**config.mk**
```make
export PLATFORM = sky130hd
export DESIGN_NAME = trnc_sq_unit
export DESIGN_NICKNAME = d
export VERILOG_FILES = /design/src/hdl/torus_radius_neighbor_count_core_assert.svh /design/src/hdl/trnc_pkg.sv /design/src/hdl/trnc_sq_unit.sv
export SDC_FILE = /design/constraint.sdc
export NUM_CORES = 1
export LEC_CHECK = 0
export ABC_AREA = 1
export ABC_CLOCK_PERIOD_IN_PS = 19100
export BUFFER_PORTS_ARGS = -buffer_cell sky130_fd_sc_hd__clkbuf_2
export CELL_PAD_IN_SITES_DETAIL_PLACEMENT = 1
export CELL_PAD_IN_SITES_GLOBAL_PLACEMENT = 2
export CORE_AREA = 2 2 179 269
export DETAILED_ROUTE_END_ITERATION = 10
export DIE_AREA = 0 0 181 271
export MAX_ROUTING_LAYER = met4
export PLACE_DENSITY = 0.68
export SLEW_MARGIN = 20
export SYNTH_ARGS = -nofsm -noshare
export SYNTH_HDL_FRONTEND = slang
export SYNTH_SLANG_ARGS = --single-unit
```
**constraint.sdc**
```tcl
create_clock -name clk -period 19.1 [get_ports clk]
set_input_delay 0 -clock clk [delete_from_list [all_inputs] [get_ports clk]]
set_output_delay 0 -clock clk [all_outputs]
set_load 0.02 [all_outputs]
```
**src/hdl/torus_radius_neighbor_count_core_assert.svh**
```systemverilog
// ----------------------------------------------------------------------------
// Assertion macros for the torus radius neighbor count core
// Concurrent checks clocked on clk and disabled while arst_n is low.
// ----------------------------------------------------------------------------
`ifndef TORUS_RADIUS_NEIGHBOR_COUNT_CORE_ASSERT_SVH
`define TORUS_RADIUS_NEIGHBOR_COUNT_CORE_ASSERT_SVH

// condition holds at every edge
`define TRNC_ASSERT_HOLDS(label, cond, msg) \
	label: assert property (@(posedge clk) disable iff (!arst_n) (cond)) else $error(msg);

// consequent holds in the same cycle as the antecedent
`define TRNC_ASSERT_IMPL(label, ante, cons, msg) \
	label: assert property (@(posedge clk) disable iff (!arst_n) (ante) |-> (cons)) \
		else $error(msg);

// consequent holds in the cycle after the antecedent
`define TRNC_ASSERT_NEXT(label, ante, cons, msg) \
	label: assert property (@(posedge clk) disable iff (!arst_n) (ante) |=> (cons)) \
		else $error(msg);

`endif

```
**src/hdl/trnc_pkg.sv**
```systemverilog
// ----------------------------------------------------------------------------
// trnc_pkg
// Widths, register map, sequencer states and shared types of the torus
// radius neighbor count core.
// ----------------------------------------------------------------------------
package trnc_pkg;

	localparam int TABLE_DEPTH_DEF = 1024;
	localparam int COORD_BITS_DEF  = 12;

	localparam int FUNC_W    = 1;
	localparam int ENTRY_W   = 10;
	localparam int KIND_W    = 8;
	localparam int AGE_W     = 16;
	localparam int VIEW_W    = 12;
	localparam int LAND_W    = 13;
	localparam int EDGE_W    = 2;
	localparam int RCOUNT_W  = 11;
	localparam int COUNT_W   = 11;
	localparam int LIMIT_W   = 2 * VIEW_W;
	localparam int APB_ADDR_W = 5;
	localparam int APB_DATA_W = 32;

	localparam logic [COUNT_W-1:0] COUNT_MAX = {COUNT_W{1'b1}};
	localparam logic [EDGE_W-1:0]  EDGE_TORUS = 2'd1;
	localparam logic [LAND_W-1:0]  LAND_RESET = 13'd4096;

	localparam logic [FUNC_W-1:0] FUNC_LOAD  = 1'b0;
	localparam logic [FUNC_W-1:0] FUNC_QUERY = 1'b1;

	typedef enum logic [2:0] {
		REG_EDGE_MODE   = 3'd0,
		REG_LAND_WIDTH  = 3'd1,
		REG_LAND_HEIGHT = 3'd2,
		REG_TGT_RES     = 3'd3,
		REG_TGT_OBS     = 3'd4,
		REG_MIN_AGE     = 3'd5,
		REG_RES_COUNT   = 3'd6
	} reg_idx_t;

	typedef enum logic [2:0] {
		ST_IDLE,
		ST_LIM,
		ST_LIM2,
		ST_X,
		ST_Y,
		ST_ACC,
		ST_OUT
	} trnc_state_t;

	typedef struct packed {
		logic en;
		logic torus;
		logic raw_sel;
	} sq_ctrl_t;

	function automatic int mag_width(int coord_bits);
		return ((coord_bits >= LAND_W) ? coord_bits : LAND_W) + 2;
	endfunction

endpackage

```
**src/hdl/trnc_sq_unit.sv**
```systemverilog
// ----------------------------------------------------------------------------
// trnc_sq_unit
// Shared squaring unit: picks the smallest axis offset magnitude (direct or
// shifted by the landscape size in torus mode), or a raw radius, and
// registers its square.
// ----------------------------------------------------------------------------
module trnc_sq_unit import trnc_pkg::*; #(
	parameter int COORD_BITS = COORD_BITS_DEF
) (
	input  logic                                    clk,
	input  sq_ctrl_t                                ctrl,
	input  logic [VIEW_W-1:0]                       raw,
	input  logic [COORD_BITS-1:0]                   obs,
	input  logic [COORD_BITS-1:0]                   pt,
	input  logic [LAND_W-1:0]                       size,
	output logic [2*mag_width(COORD_BITS)-1:0]      prod_q
);

	localparam int DW = mag_width(COORD_BITS);

	function automatic logic [DW-1:0] mag(input logic signed [DW-1:0] v);
		return v[DW-1] ? DW'(-v) : DW'(v);
	endfunction

	logic signed [DW-1:0] d_dir;
	logic signed [DW-1:0] d_plus;
	logic signed [DW-1:0] d_minus;
	logic [DW-1:0]        m_dir;
	logic [DW-1:0]        m_plus;
	logic [DW-1:0]        m_minus;
	logic [DW-1:0]        m_wrap;
	logic [DW-1:0]        m_sel;

	always_comb begin
		d_dir   = $signed(DW'(obs)) - $signed(DW'(pt));
		d_plus  = d_dir + $signed(DW'(size));
		d_minus = d_dir - $signed(DW'(size));
		m_dir   = mag(d_dir);
		m_plus  = mag(d_plus);
		m_minus = mag(d_minus);
		m_wrap  = m_dir;
		if (m_plus < m_wrap) begin
			m_wrap = m_plus;
		end
		if (m_minus < m_wrap) begin
			m_wrap = m_minus;
		end
		if (ctrl.raw_sel) begin
			m_sel = DW'(raw);
		end else if (ctrl.torus) begin
			m_sel = m_wrap;
		end else begin
			m_sel = m_dir;
		end
	end

	always_ff @(posedge clk) begin
		if (ctrl.en) begin
			prod_q <= m_sel * m_sel;
		end
	end

endmodule

```
==> impl_metrics.toml <==
[drt]
wire_per_inst_um = 15.80
viasPerCell = 4.425
first_pass_iters = 4
vias = 9907
drtAntennaViolNets = 0
drt_iter0_drc = 190
wl_mm = 35.37
drcViolationCount = 0

[sta]
tns_ns = 0
period_minus_slack_ns = 13.84
holdWs_ns = 0.2658
tightest_slew_ns = 0.7908
finalSetupViolCount = 0
rsz0062_at_grt = "false"
hold_viol_final = 0
post-route-period-util = 0.7246
drv_slew = 0
fmax_mhz = 72.25
slew_headroom = 0.4728

[die]
num_rows = 97
start_util = 0.2482
core_sq_mm = 0.04660
dieArea_sq_mm = 0.04905
die_w_um = 181
num_io_pins = 83
die-height_um = 271

[global_routing]
grt_max_degree = 30
grt_overflow = 0
grt_pass1_vias = 11105
grt_usage = 0.1524
antenna_found_initial = 0
grt_first_pass_wirelength_mm = 57.20

[synth]
syn_area_sq_mm = 0.01157
synth-main-ff-cell = "edfxtp_1"
async_flop_share = 0
ys_warn_count = 0
ys_top_cells_by_area = "fa_1 24%, ha_1 17%, inv_1 12%"
synth_top_cell_area_share = 0.2423
postSynthCellCount = 1575
syn_avg_cell_area_sq_um = 7.344
synth.distinct_cells = 56
ys_seq_elements = 29
synth_edf_count = 29
ys_seq_area_frac = 0.07528
synth_top_cell_by_area = "fa_1"

[finish]
nets = 1995
drive_gt1_frac = 0.09422
area_growth_pct = 9.670
n_fill_cell = 5810
top_regs = "prod_q x29"
largest_reg_flops = 29
n_antenna_cell = 0
top_register = "prod_q"

[critical_path]
start_kind = "primary input"
worst_setup_path_end_kind = "flop"
cp_slowest_cell = "fa_1"
worstSetupPathType = "in -> reg"
path_max_fanout = 16
required_ns = 19.14
max_stage_delay_ns = 0.54
crit_arrival_ns = 13.88
crit_top_cell = "nand2_1"

[placement]
place_congestion = 0.8180
port_buffers = 81
hpwl_mm = 32.37

[flow_run]
cap_viol_max_count = 0

[outcome]
status = "finished, final reports clean"

[clock_network]
clk_pin_slew_ns = 0.05
cts_buffers = 5
cts_tree = "done"
post_cts_buffers = 0
hold_buffers = 0
cts-root-buf = "clkbuf_16"
clock_sinks = 29
cts_buffer_depth = 2
post_cts_resized = 0
cts.htree.levels = 2

[min_path]
hold_end = "prod_q[0]$_DFFE_PP_"
min_path_type = "in -> reg"
hold_start = "raw[0]"
hold_depth = 3
-- worst max path at each step --
stage	from	end	slack, ns	depth (start not counted)
floorplan	obs[0]	prod_q[26]$_DFFE_PP_	7.27	68
global placement	obs[0]	prod_q[26]$_DFFE_PP_	4.88	70
CTS	obs[0]	prod_q[26]$_DFFE_PP_	4.96	70
finish	obs[0]	prod_q[26]$_DFFE_PP_	5.26	70
global route	obs[0]	prod_q[26]$_DFFE_PP_	4.04	70
detailed placement	obs[0]	prod_q[26]$_DFFE_PP_	4.69	70
-- worst max-delay path, delay by kind of cell --
family | cells | cell delay, ns
AOI/OAI and AO/OA | 10 | 2.63
adders and majority gates | 12 | 4.78
and+or+nand+nor | 30 | 4.30
xor gates and xnor gates | 3 | 0.61
buffers and inverters | 15 | 1.53
-- synth_stat cells, types with 3 or more instances --
library cell	number
nor2_1	86
nand2_4	3
inv_2	18
nand2_2	14
a21oi_2	4
buf_6	8
a21oi_1	56
o211ai_1	3
nand4_1	15
edfxtp_1	29
nand2_1	354
buf_4	12
nand3_2	9
o21bai_1	12
xnor2_1	15
xor2_1	64
nor3_1	11
buf_2	4
fa_1	140
inv_1	376
ha_1	158
a21o_1	5
nand3_1	86
o21ai_0	36
o21ai_1	3
clkbuf_1	8
a31oi_1	6
-- kinds of logic (layout without fill, tap and decap cells) --
| family | after synthesis | count (layout) | synth area share |
|---|---|---|---|
| flops | 29 | 29 | 0.07528 |
| buf+inv | 428 | 487 | 0.1486 |
| simple gates | 597 | 597 | 0.2262 |
| other cells | 2 | 13 | 0.0006492 |
| xor+xnor | 81 | 81 | 0.06360 |
| fa+ha+maj | 298 | 298 | 0.4132 |
| compound gates | 140 | 140 | 0.07247 |
-- per-stage QoR --
step             util  worst slack, ns  std cells  cell area (sq um)
2_1_floorplan       -            7.274       1586              11610
3_3_place_gp   0.2692            4.885       2231              12550
3_5_place_dp   0.2692            4.691       2231              12550
4_1_cts        0.2722            4.958       2239              12690
5_1_grt        0.2722            4.043       2239              12690
6_report       0.2722            5.260       2239              12690
-- area by class of cell --
type,count,area (sq um),share of cell area
multi-input cells,1129,9025,0.7114
inverters,396,1489,0.1174
flip-flops and latches,29,870.8,0.06865
well taps,594,743.2,0.05859
repair buffers,83,420.4,0.03314
clock buffers,5,125.1,0.009863
clock inverters,3,12.51,0.0009863
-- layer usage --
layer  wire length (um)  part of all wire  vias to the layer above  track usage
li1                   -                 -                     4926            -
met1              13260              0.37                     4811       0.1475
met2              20440              0.58                      123       0.3158
met3                501             0.014                       47     0.005250
met4               1173             0.033                        0      0.05327
met5                  0                 0                        -            -
-- cells in the final DEF (no fill, tap or decap), types with 3 or more instances in the layout --
cell type,instances
a21o_1,5
a21oi_1,56
a21oi_2,4
a31oi_1,6
clkbuf_16,5
clkbuf_2,81
clkinv_1,3
conb_1,13
edfxtp_1,29
fa_1,140
ha_1,158
inv_1,376
inv_2,18
nand2_1,354
nand2_2,14
nand2_4,3
nand3_1,86
nand3_2,9
nand4_1,15
nor2_1,86
nor3_1,11
o211ai_1,3
o21ai_0,36
o21ai_1,3
o21bai_1,12
xnor2_1,15
xor2_1,64
Power is left out: the tool's default activity adds up to more than one toggle a clock period on the data nets, which glitch-free logic cannot reach.
